$ cat config.mk
export PLATFORM = sky130hd
export DESIGN_NAME = mtfbc_cell
export DESIGN_NICKNAME = d
export VERILOG_FILES = /design/src/rtl/mtfbc_pkg.sv /design/src/rtl/mtfbc_cell.sv
export SDC_FILE = /design/constraint.sdc
export NUM_CORES = 1
export LEC_CHECK = 0
export BUFFER_PORTS_ARGS = -buffer_cell sky130_fd_sc_hd__buf_2
export CORE_ASPECT_RATIO = 0.7
export CORE_MARGIN = 3
export CORE_UTILIZATION = 41
export CTS_CLUSTER_DIAMETER = 200
export DETAILED_ROUTE_END_ITERATION = 8
export MAX_ROUTING_LAYER = met4
export PLACE_DENSITY = 0.77
export SETUP_SLACK_MARGIN = 0.3
export SYNTH_ARGS = -nofsm -noshare
export SYNTH_HDL_FRONTEND = slang
export SYNTH_SLANG_ARGS = --single-unit
$ cat constraint.sdc
create_clock -name i_clk -period 1.64 [get_ports i_clk]
set_input_delay 0.082 -clock i_clk [delete_from_list [all_inputs] [get_ports i_clk]]
set_output_delay 0.082 -clock i_clk [all_outputs]
set_load 0.01 [all_outputs]
$ cat src/rtl/mtfbc_pkg.sv
`timescale 1ns / 1ps

package mtfbc_pkg;

    localparam int SYM_W = 8;
    localparam int ALPHABET_SIZE = 256;

    typedef enum logic [2:0] {
        S_IDLE = 3'b001,
        S_RUN  = 3'b010,
        S_FIN  = 3'b100
    } t_state;

    typedef struct packed {
        logic             dir;
        logic [SYM_W-1:0] key;
    } t_cell_ctl;

    typedef struct packed {
        logic             tok;
        logic [SYM_W-1:0] carry;
    } t_wave;

endpackage

$ cat src/rtl/mtfbc_cell.sv
`timescale 1ns / 1ps

module mtfbc_cell #(
    parameter int IDX = 0
) (
    input  logic                       i_clk,
    input  logic                       i_rst_n,
    input  mtfbc_pkg::t_cell_ctl       i_ctl,
    input  mtfbc_pkg::t_wave           i_wave,
    input  logic                       i_load,
    input  logic [mtfbc_pkg::SYM_W-1:0] i_load_val,
    output mtfbc_pkg::t_wave           o_wave,
    output logic                       o_hit,
    output logic [mtfbc_pkg::SYM_W-1:0] o_hit_val
);

    logic [mtfbc_pkg::SYM_W-1:0] r_val;
    logic [mtfbc_pkg::SYM_W-1:0] n_val;
    mtfbc_pkg::t_wave            r_wave;
    mtfbc_pkg::t_wave            n_wave;
    logic                        w_match;

    always_comb begin
        if (i_ctl.dir) begin
            w_match = (i_ctl.key == mtfbc_pkg::SYM_W'(IDX));
        end else begin
            w_match = (i_ctl.key == r_val);
        end
        o_hit     = i_wave.tok && w_match;
        o_hit_val = o_hit ? r_val : '0;
        n_val     = r_val;
        if (i_load) begin
            n_val = i_load_val;
        end else if (i_wave.tok) begin
            n_val = i_wave.carry;
        end
        n_wave.tok   = i_wave.tok && !w_match;
        n_wave.carry = r_val;
    end

    always_ff @(posedge i_clk) begin
        if (!i_rst_n) begin
            r_val      <= mtfbc_pkg::SYM_W'(IDX);
            r_wave.tok <= 1'b0;
        end else begin
            r_val      <= n_val;
            r_wave.tok <= n_wave.tok;
        end
        r_wave.carry <= n_wave.carry;
    end

    assign o_wave = r_wave;

endmodule

Yosys cells after proc, flatten, opt, wreduce, memory -nomap -nowiden --
Index checks and enable logic that the tools add are counted.
Word-level totals: output and inout bits 18, word-level logic and storage cells 13, register bits after elaboration 17, input port bits 29
Cells by class: multiplexer cells 4, eq/ne operators 1, reduce and logical (&&, ||, !) cells 5
Operator list (number):
- $mux W8 | 3
- $eq A8 B8 Y1 | 1
- $logic_not A8 Y1 | 1
- $logic_and A1 B1 Y1 | 2
- $reduce_bool A2 Y1 | 1
- $logic_not A1 Y1 | 1
- $mux W1 | 1

Logic depth before layout (Yosys ltp) --
Gate-level depths: netlist of the first run.
depth after elaboration 4, gate-level depth with buffers 5, mapped depth without buffers 5

Worst setup path before layout of the first run --
Ideal clock, no wire load.
kind reg-to-output, start reg r_val[2] in the netlist's numbering, end out o_hit_val[0] in the netlist's numbering, stages on the path, launching flop included 5, data arrival time 1.491 ns, path buffers 0, setup slack 0.067 ns, cell sequence dfxtp_1 o22ai_1 or4_4 o31ai_4 and2_1
On the way: longest elaborated chain between the ends 4
Ends and longest elaborated chain:
- start: declaration | line mtfbc_cell.sv:17 | logic [mtfbc_pkg::SYM_W-1:0] r_val;
- start signal: assignment | line mtfbc_cell.sv:43 | r_val <= mtfbc_pkg::SYM_W'(IDX);
- start signal: assignment | line mtfbc_cell.sv:46 | r_val <= n_val;
- $eq A8 B8 Y1 | line mtfbc_cell.sv:27 | w_match = (i_ctl.key == r_val);
- $mux W1 | line mtfbc_cell.sv:24 | if (i_ctl.dir) begin
- $logic_and A1 B1 Y1 | line mtfbc_cell.sv:29 | o_hit = i_wave.tok && w_match;
- net o_hit | line mtfbc_cell.sv:13 | output logic o_hit,
- $mux W8 | line mtfbc_cell.sv:30 | o_hit_val = o_hit ? r_val : '0;
- end: declaration | line mtfbc_cell.sv:14 | output logic [mtfbc_pkg::SYM_W-1:0] o_hit_val
The timed path passes the listed nets, and every way through them passes these cells.

Final worst setup path of the first run --
start reg r_val[3] in the netlist's numbering, end out o_hit_val[6] in the netlist's numbering
On the way: longest elaborated chain between the ends 4
Ends and longest elaborated chain (line):
- $eq A8 B8 Y1 | mtfbc_cell.sv:27
- $mux W1 | mtfbc_cell.sv:24
- $logic_and A1 B1 Y1 | mtfbc_cell.sv:29
- $mux W8 | mtfbc_cell.sv:30
No other way between the ends.

==> impl_metrics.env, run 1 <==
export IMPL_clockBufferDepth=2
export IMPL_hpwl_um=1610
export IMPL_viasPerCell=4.75
export IMPL_fin_skew_ns=0.00144
export IMPL_worst_slack_ns=-0.346
export IMPL_cap_viol_max_count=0
export IMPL_cp_start_kind="flip-flop"
export IMPL_ys_seq_area_share_pct=44.2
export IMPL_cpPeakStageDelay_ns=0.36
export IMPL_drtIter0Drc=12
export IMPL_diodes=0
export IMPL_netlist_area_um2=769
export IMPL_numCtsBuffers=3
export IMPL_synth_adder_area_share_pct=0
export IMPL_grt_setup_unrepaired="yes"
export IMPL_synth_top_family_by_area="simple AND/OR/NAND/NOR gates"
export IMPL_finalHoldViolations=0
export IMPL_cts_root_buffer_cell="clkbuf_4"
export IMPL_core_um2=1680
export IMPL_crit_arrival_ns=1.90
export IMPL_yosysWarnings=0
export IMPL_p_total_mw=0.851
export IMPL_cts_hold_buf=0
export IMPL_finalWirelength_um=2190
export IMPL_leakage_nw=0.590
export IMPL_io_buffers=46
export IMPL_cts_sinks=17
export IMPL_gp_congestion=0.826
export IMPL_yosys_top_cells_area="dfxtp_1 (44%), and2_1 (13%), mux2i_1 (10%)"
export IMPL_grt_pass1_wl_um=3640
export IMPL_start_util_pct=45.8
export IMPL_antenna_found_initial=0
export IMPL_min_to="r_val[4]"
export IMPL_drive_above_1_share_pct=47.4
export IMPL_drt_first_pass_iters=4
export IMPL_reg2reg_setup_slack_ns=0.24
export IMPL_ant_nets=0
export IMPL_clock_latency_ns=0.30
export IMPL_rr_startpoint="r_val[6]"
export IMPL_p_int_mw=0.612
export IMPL_crit_path_max_fanout=5
export IMPL_maxSlewViolCount=0
export IMPL_ios=47
export IMPL_tns_ns=-2.88
export IMPL_powerDensity_nw_per_um2=748
export IMPL_path_buf_inv=1
export IMPL_yosys_area_share_simple_pct=24.7
export IMPL_synth_compound_area_share_pct=11.5
export IMPL_cp_top_family="simple AND/OR/NAND/NOR gates"
export IMPL_die_x_um=57.8
export IMPL_muxShareOfSynthArea_pct=10.4
export IMPL_critPathLaunch="r_val[3]"
export IMPL_hold_path_depth=4
export IMPL_htreeDepth=1
export IMPL_tightest_slew_ns=0.342
export IMPL_grt_start_max_net_pins=17
export IMPL_p_sw_mw=0.238
export IMPL_finalSetupViolCount=9
export IMPL_yosys_register_bits=17
export IMPL_syn_avg_cell_area_um2=9.50
export IMPL_vdd_drop_max_v=0.000668
export IMPL_final_cell_mix="buf_2 (44), and2_1 (15), dfxtp_1 (15)"
export IMPL_place_ws_ns=-0.0646
export IMPL_r2r_cells=3
export IMPL_crit_type="reg2out"
export IMPL_hp_class="in2reg"
export IMPL_grt_use_total_pct=20.5
export IMPL_synth_fp_nets=110
export IMPL_status="finished, violations left"
export IMPL_synth_xor_area_share_pct=5.69
export IMPL_post_route_min_period_ns=1.99
export IMPL_critical_path_required_ns=1.56
export IMPL_share_seq_of_total_power_pct=53.4
export IMPL_p_clk_share_pct=28.4
export IMPL_grt_ovfl_total=0
export IMPL_timing_final_crit_share_pct=121
export IMPL_violations="negative setup slack"
export IMPL_slew_headroom_pct=77.0
export IMPL_timing_rr_end="o_wave[8]"
export IMPL_die_h_um=42.2
export IMPL_netlist_area_leader_share_pct=44.2
export IMPL_p_comb_share_pct=18.2
export IMPL_area_growth_synth_to_final_pct=47.8
export IMPL_wl_per_cell_um=13.9
export IMPL_cts_tree="done"
export IMPL_switching_share_pct=28.0
export IMPL_nNetsFinal=167
export IMPL_clkTransAtPathRegs_ns=0.11
export IMPL_grt_pass1_vias=755
export IMPL_synthCells=81
export IMPL_die_area_um2=2440
export IMPL_drc_errors=0
export IMPL_dr_total_vias=750
export IMPL_yosysTopAreaCell="dfxtp_1"
export IMPL_final_common_cell="buf_2"
export IMPL_endpoint_kind="output pin"
export IMPL_critPathSlowestCell="dfxtp_1"
export IMPL_fp_row_count=12
export IMPL_cp_cell_sequence="xor2_1, nor3_1, nand3_2, o31ai_4, and2_1, buf_2"
export IMPL_fmax_mhz=504
export IMPL_ys_types=20
export IMPL_hold_start="i_load_val[4]"
## per-layer routing
| layer | GRT usage [%] | share of wire, % | wire, µm | vias to the layer above |
|---|---|---|---|---|
| met5 | - | 0 | 0 | - |
| met4 | 6.48 | 2.7 | 59 | 0 |
| met3 | 7.38 | 10 | 223 | 8 |
| met2 | 30.9 | 43 | 933 | 40 |
| met1 | 25.6 | 45 | 977 | 312 |
| li1 | - | - | - | 390 |
## worst max-delay path by stage
stage,to,slack (ns),cells past startpoint
6_report,o_hit_val[6],-0.35,6
4_1_cts,o_hit_val[6],-0.36,5
5_1_grt,o_hit_val[6],-0.47,6
2_1_floorplan,o_hit_val[0],0.07,4
3_3_place_gp,o_hit_val[1],0.004,5
3_5_place_dp,o_hit_val[1],-0.06,5
## area by class of cell
type	count	area (µm²)
Clock buffer	3	22.5
Clock inverter	1	7.51
Fill cell	160	544
Inverter	3	11.3
Multi-Input combinational cell	60	432
Sequential cell	17	343
Tap cell	21	26.3
Timing Repair Buffer	53	295
## registers in the layout (all words and copies together) (netlist names)
signal	cells
r_val	8
o_wave	9
## cells in the mapped netlist
master    number
dfxtp_1       17
and2_1        16
mux2i_1        8
nand2_1        8
o21ai_0        8
xor2_1         5
inv_1          3
a21oi_1        2
nor2b_1        2
nor3_1         2
buf_6          1
clkbuf_1       1
nand3_1        1
nand4b_1       1
nor4_1         1
o2111a_1       1
o22ai_1        1
o31ai_4        1
or2_2          1
or4_4          1
## power by group through the flow
stage,clock network (mW),registers (mW),logic (mW)
finish,0.241,0.455,0.155
global route,0.278,0.458,0.174
CTS,0.245,0.455,0.153
detailed placement,0,0.464,0.148
global placement,0,0.462,0.145
floorplan,0,0.471,0.0613
## worst min-delay path, cell delays in order
cell and delay [ns]:
buf_2 0.07, nand2_1 0.04, o21ai_0 0.05, and2_1 0.11
## cells by family after synthesis
logic type / Yosys count
multiplexers: 8
flip-flops: 17
AO/OA/AOI/OAI: 13
buffers and inverters: 5
AND/OR/NAND/NOR: 33
XOR/XNOR: 5
## stage by stage
stage	area, µm²	std cells	utilization (%)	hold slack (ns)
2_1_floorplan	774	81	-	0.204
3_3_place_gp	1060	152	63.1	0.381
3_5_place_dp	1060	152	63.1	0.387
4_1_cts	1130	158	67.0	0.0740
5_1_grt	1140	158	67.6	0.0686
6_report	1140	158	67.6	0.0781
## repair_timing
item	4_1_cts	5_1_grt
gates resized for setup	2	2
pin swaps	0	1
cloned	1	0
endpoints found under the setup margin	10	10
buffers inserted	1	0
Power figures use the tool's default switching activity.
==> run 2, diff against run 1 <==
--- a/config.mk
+++ b/config.mk
@@ -7,7 +7,6 @@
 export LEC_CHECK = 0
 export BUFFER_PORTS_ARGS = -buffer_cell sky130_fd_sc_hd__buf_2
 export CORE_ASPECT_RATIO = 0.7
-export CORE_MARGIN = 3
 export CORE_UTILIZATION = 41
 export CTS_CLUSTER_DIAMETER = 200
 export DETAILED_ROUTE_END_ITERATION = 8
==> impl_metrics.env, run 2 (same netlist as run 1, synthesis figures left out) <==
export IMPL_status="finished, violations left"
export IMPL_violations="negative setup slack"
export IMPL_die_area_um2=2060
export IMPL_cp_top_family="simple AND/OR/NAND/NOR gates"
export IMPL_cts_root_buffer_cell="clkbuf_4"
export IMPL_hpwl_um=1460
export IMPL_ios=47
export IMPL_drt_first_pass_iters=4
export IMPL_powerDensity_nw_per_um2=729
export IMPL_viasPerCell=4.76
export IMPL_cts_tree="done"
export IMPL_grt_ovfl_total=0
export IMPL_core_um2=1670
export IMPL_final_area_um2=1140
export IMPL_finalWirelength_um=1920
export IMPL_gp_congestion=0.865
export IMPL_crit_arrival_ns=1.84
export IMPL_drtIter0Drc=17
export IMPL_grt_use_total_pct=21.0
export IMPL_path_buf_inv=1
export IMPL_ant_nets=0
export IMPL_post_route_util_pct=68.2
export IMPL_critPathSlowestCell="or4_4"
export IMPL_hp_class="in2reg"
export IMPL_die_h_um=38.2
export IMPL_switching_share_pct=26.0
export IMPL_drive_above_1_share_pct=47.8
export IMPL_cpPeakStageDelay_ns=0.53
export IMPL_place_ws_ns=-0.0407
export IMPL_finalHoldViolations=0
export IMPL_finalNonFillerCells=159
export IMPL_crit_type="reg2out"
export IMPL_clkTransAtPathRegs_ns=0.10
export IMPL_p_comb_share_pct=19.1
export IMPL_worst_slack_ns=-0.283
export IMPL_grt_start_max_net_pins=17
export IMPL_p_clk_share_pct=26.3
export IMPL_p_sw_mw=0.215
export IMPL_final_common_cell="buf_2"
export IMPL_numCtsBuffers=3
export IMPL_tns_ns=-2.30
export IMPL_antenna_found_initial=0
export IMPL_fp_row_count=12
export IMPL_finalSetupViolCount=9
export IMPL_tightest_slew_ns=0.245
export IMPL_dr_total_vias=757
export IMPL_p_int_mw=0.613
export IMPL_crit_path_max_fanout=5
export IMPL_post_route_min_period_ns=1.92
export IMPL_dp_cells=154
export IMPL_cp_start_kind="flip-flop"
export IMPL_share_seq_of_total_power_pct=54.6
export IMPL_slew_headroom_pct=83.5
export IMPL_final_cell_mix="buf_2 (45), and2_1 (15), dfxtp_1 (15)"
export IMPL_fmax_mhz=520
export IMPL_cp_cell_sequence="xor2_1, or4_4, o31ai_4, and2_1, buf_2"
export IMPL_leakage_nw=0.598
export IMPL_die_x_um=53.8
export IMPL_grt_pass1_vias=653
export IMPL_post_cts_buffers=0
export IMPL_nNetsFinal=168
export IMPL_endpoint_kind="output pin"
export IMPL_start_util_pct=46.2
export IMPL_drc_errors=0
export IMPL_wl_per_cell_um=12.1
export IMPL_clock_latency_ns=0.29
export IMPL_cts_sinks=17
export IMPL_timing_final_crit_share_pct=117
export IMPL_maxSlewViolCount=0
export IMPL_io_buffers=46
export IMPL_fin_skew_ns=0.00402
export IMPL_diodes=0
export IMPL_grt_setup_unrepaired="yes"
export IMPL_grt_pass1_wl_um=2820
export IMPL_placed_area_um2=1080
export IMPL_hold_slack_ns=0.0940
export IMPL_largest_reg_flops=9
export IMPL_critical_path_required_ns=1.56
export IMPL_vdd_drop_max_v=0.000513
export IMPL_clockBufferDepth=2
export IMPL_p_total_mw=0.829
export IMPL_area_growth_synth_to_final_pct=47.6
export IMPL_htreeDepth=1
export IMPL_cap_viol_max_count=0
## run 2: layout make-up
type | count | area, µm²
Sequential cell | 17 | 343
Tap cell | 21 | 26.3
Inverter | 3 | 11.3
Fill cell | 145 | 531
Timing Repair Buffer | 54 | 297
Clock inverter | 1 | 5.00
Clock buffer | 3 | 22.5
Multi-Input combinational cell | 60 | 432
## run 2: per-layer routing
layer	track usage (%)	vias up	part of all wire, %
met3	7.14	2	10
met4	7.89	0	0.42
met5	-	-	0
li1	-	395	-
met1	25.5	315	48
met2	32.1	45	41
## run 2: path summary, 6_finish.rpt
kind                       from      endpoint  slack (ns)  depth (start not counted)
setup / recovery       r_val[6]  o_hit_val[6]       -0.28                          5
hold / removal    i_load_val[1]      r_val[1]        0.09                          4
setup reg to reg       r_val[6]     o_wave[8]        0.27                          3
hold reg to reg        r_val[7]     o_wave[7]        0.42                          0
## run 2: power by group through the flow
stage / registers (mW) / logic [mW] / clock network (mW)
final: 0.452 / 0.159 / 0.218
after floorplan: 0.471 / 0.0613 / 0
after CTS: 0.452 / 0.159 / 0.225
after global routing: 0.455 / 0.174 / 0.245
after global placement: 0.461 / 0.150 / 0
after detailed placement: 0.462 / 0.153 / 0
## run 2: timing repair
item | in CTS | in global routing
gates cloned | 1 | 0
hold endpoints to repair | 0 | 0
hold buffers | 0 | 0
pin swaps | 1 | 2
gates resized for setup | 3 | 0
setup endpoints to repair | 10 | 10
## run 2: tightest hold or removal path, cell delays in order
cell and delay (ns):
buf_2 0.07, nand2_1 0.04, o21ai_0 0.05, and2_1 0.11
==> run 3, diff against run 2 <==
--- a/config.mk
+++ b/config.mk
@@ -5,13 +5,14 @@
 export SDC_FILE = /design/constraint.sdc
 export NUM_CORES = 1
 export LEC_CHECK = 0
+export ABC_AREA = 1
 export BUFFER_PORTS_ARGS = -buffer_cell sky130_fd_sc_hd__buf_2
 export CORE_ASPECT_RATIO = 0.7
 export CORE_UTILIZATION = 41
 export CTS_CLUSTER_DIAMETER = 200
 export DETAILED_ROUTE_END_ITERATION = 8
 export MAX_ROUTING_LAYER = met4
-export PLACE_DENSITY = 0.77
+export PLACE_DENSITY = 0.76
 export SETUP_SLACK_MARGIN = 0.3
 export SYNTH_ARGS = -nofsm -noshare
 export SYNTH_HDL_FRONTEND = slang
==> impl_metrics.env, run 3 <==
export IMPL_dr_total_vias=882
export IMPL_cp_cell_sequence="inv_2, nand2_1, nand2_1, nor2_1, nand3_1, o21bai_4, nand2_4, nor2_2, buf_2"
export IMPL_timing_final_crit_share_pct=101
export IMPL_yosys_top_cells_area="dfxtp_1 (43%), nand2_1 (20%), inv_1 (12%)"
export IMPL_status="finished, violations left"
export IMPL_ys_seq_area_share_pct=43.5
export IMPL_ant_nets=0
export IMPL_switching_share_pct=27.7
export IMPL_met3_usage_pct=8.24
export IMPL_cts_hold_buf=0
export IMPL_drt_first_pass_iters=4
export IMPL_core_um2=1680
export IMPL_hp_class="in2reg"
export IMPL_die_area_um2=2090
export IMPL_use_met2_pct=34.5
export IMPL_p_int_mw=0.609
export IMPL_grt_pass1_wl_um=3230
export IMPL_finalWirelength_um=2030
export IMPL_io_buffers=46
export IMPL_final_cell_mix="buf_2 (45), nand2_1 (42), nor2_1 (17), inv_1 (17), dfxtp_1 (11)"
export IMPL_tightest_slew_ns=0.247
export IMPL_start_util_pct=46.6
export IMPL_final_common_cell="buf_2"
export IMPL_finalHoldViolations=0
export IMPL_ios=47
export IMPL_cpPeakStageDelay_ns=0.38
export IMPL_powerDensity_nw_per_um2=728
export IMPL_leakage_nw=0.692
export IMPL_fill_cells=151
export IMPL_cap_viol_max_count=0
export IMPL_vdd_drop_max_v=0.000539
export IMPL_htreeDepth=1
export IMPL_gp_congestion=0.804
export IMPL_clock_latency_ns=0.30
export IMPL_die_h_um=38.6
export IMPL_worst_slack_ns=-0.0126
export IMPL_synth_edf_count=0
export IMPL_ys_types=13
export IMPL_grt_start_max_net_pins=11
export IMPL_synthCells=120
export IMPL_grt_ovfl_total=0
export IMPL_netlist_area_leader_share_pct=43.5
export IMPL_netlist_area_um2=783
export IMPL_synth_fp_nets=149
export IMPL_numCtsBuffers=3
export IMPL_diodes=0
export IMPL_area_growth_synth_to_final_pct=47.6
export IMPL_drive_above_1_share_pct=43.2
export IMPL_grt_use_total_pct=23.5
export IMPL_viasPerCell=4.48
export IMPL_nNetsFinal=206
export IMPL_slew_headroom_pct=83.5
export IMPL_yosysWarnings=0
export IMPL_crit_arrival_ns=1.57
export IMPL_post_route_min_period_ns=1.65
export IMPL_cp_start_kind="flip-flop"
export IMPL_cts_root_buffer_cell="clkbuf_4"
export IMPL_drc_errors=0
export IMPL_hold_slack_ns=0.0555
export IMPL_p_comb_share_pct=19.3
export IMPL_crit_type="reg2out"
export IMPL_critical_path_required_ns=1.56
export IMPL_synth_flop_cell="dfxtp_1"
export IMPL_syn_avg_cell_area_um2=6.53
export IMPL_crit_path_max_fanout=5
export IMPL_die_x_um=54.2
export IMPL_cts_tree="done"
export IMPL_fp_row_count=12
export IMPL_finalSetupViolCount=2
export IMPL_p_sw_mw=0.233
export IMPL_antenna_found_initial=0
export IMPL_fmax_mhz=605
export IMPL_cts_sinks=17
export IMPL_wl_per_cell_um=10.3
export IMPL_maxSlewViolCount=0
export IMPL_clockBufferDepth=2
export IMPL_critPathSlowestCell="dfxtp_2"
export IMPL_violations="negative setup slack"
export IMPL_fin_skew_ns=0.00436
export IMPL_busiest_layer="met2"
export IMPL_share_seq_of_total_power_pct=54.2
export IMPL_hpwl_um=1590
export IMPL_endpoint_kind="output pin"
export IMPL_largest_reg_flops=9
export IMPL_cp_common_cell="nand2_1"
export IMPL_p_clk_share_pct=26.6
export IMPL_synth_most_common_cell="nand2_1"
export IMPL_synthTopCellsByCount="nand2_1 (42), inv_1 (24), nor2_1 (20)"
export IMPL_p_total_mw=0.842
export IMPL_ys_async_sr_fraction_pct=0
export IMPL_grt_setup_unrepaired="yes"
export IMPL_grt_pass1_vias=762
export IMPL_yosys_register_bits=17
export IMPL_met1_usage_pct=30.0
export IMPL_clkTransAtPathRegs_ns=0.09
export IMPL_drtIter0Drc=8
export IMPL_yosysTopAreaCell="dfxtp_1"
## run 3: changes by cell type after synthesis, sizes merged, moves of 2 or more
cell | before | now
a21oi | 2 | 0
and2 | 16 | 0
inv | 3 | 24
mux2i | 8 | 0
nand2 | 8 | 43
nor2 | 0 | 20
nor2b | 2 | 0
nor3 | 2 | 0
o211ai | 0 | 7
o21ai | 8 | 0
xnor2 | 0 | 2
xor2 | 5 | 0
## run 3: worst paths after layout
kind / from / endpoint / slack (ns) / depth (start not counted)
setup / recovery: r_val[5] / o_hit_val[0] / -0.01 / 9
setup reg to reg: r_val[5] / o_wave[8] / 0.44 / 8
hold reg to reg: r_val[4] / o_wave[4] / 0.36 / 0
hold / removal: i_wave[5] / r_val[5] / 0.06 / 5
## run 3: power by group through the flow
stage / Sequential (mW) / Clock [mW] / Combinational, mW
floorplan: 0.467 / 0 / 0.0719
global placement: 0.462 / 0 / 0.141
detailed placement: 0.463 / 0 / 0.144
CTS: 0.456 / 0.228 / 0.155
global route: 0.459 / 0.252 / 0.185
finish: 0.456 / 0.224 / 0.162
## run 3: cell families (layout without fill, tap and decap cells)
kind of cell	Yosys count	after routing	share of synthesized area, %
buf+inv	26	81	12.6
compound gates	9	9	9.11
simple gates	66	67	32.6
flops	17	17	43.5
xor+xnor	2	2	2.24
## run 3: area by class of cell
class / count / area (µm²) / area share, %
clock buffer: 3 / 22.5 / 1.95
tap: 21 / 26.3 / 2.27
multi-input combinational: 78 / 375 / 32.5
inverter: 24 / 90.1 / 7.79
timing repair buffer: 53 / 289 / 25.0
clock inverter: 1 / 5.00 / 0.433
sequential: 17 / 348 / 30.1
## run 3: metrics by stage
step / instance area, µm² / setup TNS, ns / utilization, % / std cells / setup slack [ns]
after floorplan: 783 / 0 / - / 120 / 0.487
after global placement: 1030 / 0 / 61.3 / 185 / 0.254
after detailed placement: 1030 / 0 / 61.3 / 185 / 0.179
after CTS: 1120 / -0.150 / 66.5 / 194 / -0.0397
after global routing: 1160 / -0.951 / 68.8 / 197 / -0.128
final: 1160 / -0.0143 / 68.8 / 197 / -0.0126
## run 3: worst max-delay path: cells and delay by family (launching register included)
kind	cells	cell delay [ns]
compound gates	1	0.21
simple gates	6	0.51
buf+inv	2	0.18
flops	1	0.38
## run 3: metal layers
layer	wire length, µm	part of all wire [%]
met5	0	0
met4	22	1.1
met3	154	7.6
met2	885	44
met1	966	48
## run 3: repair_timing
item,4_1_cts,5_1_grt
setup endpoints to repair,9,9
pin swaps,7,6
resized for setup,14,6
gates cloned,1,0
buffers inserted,4,3
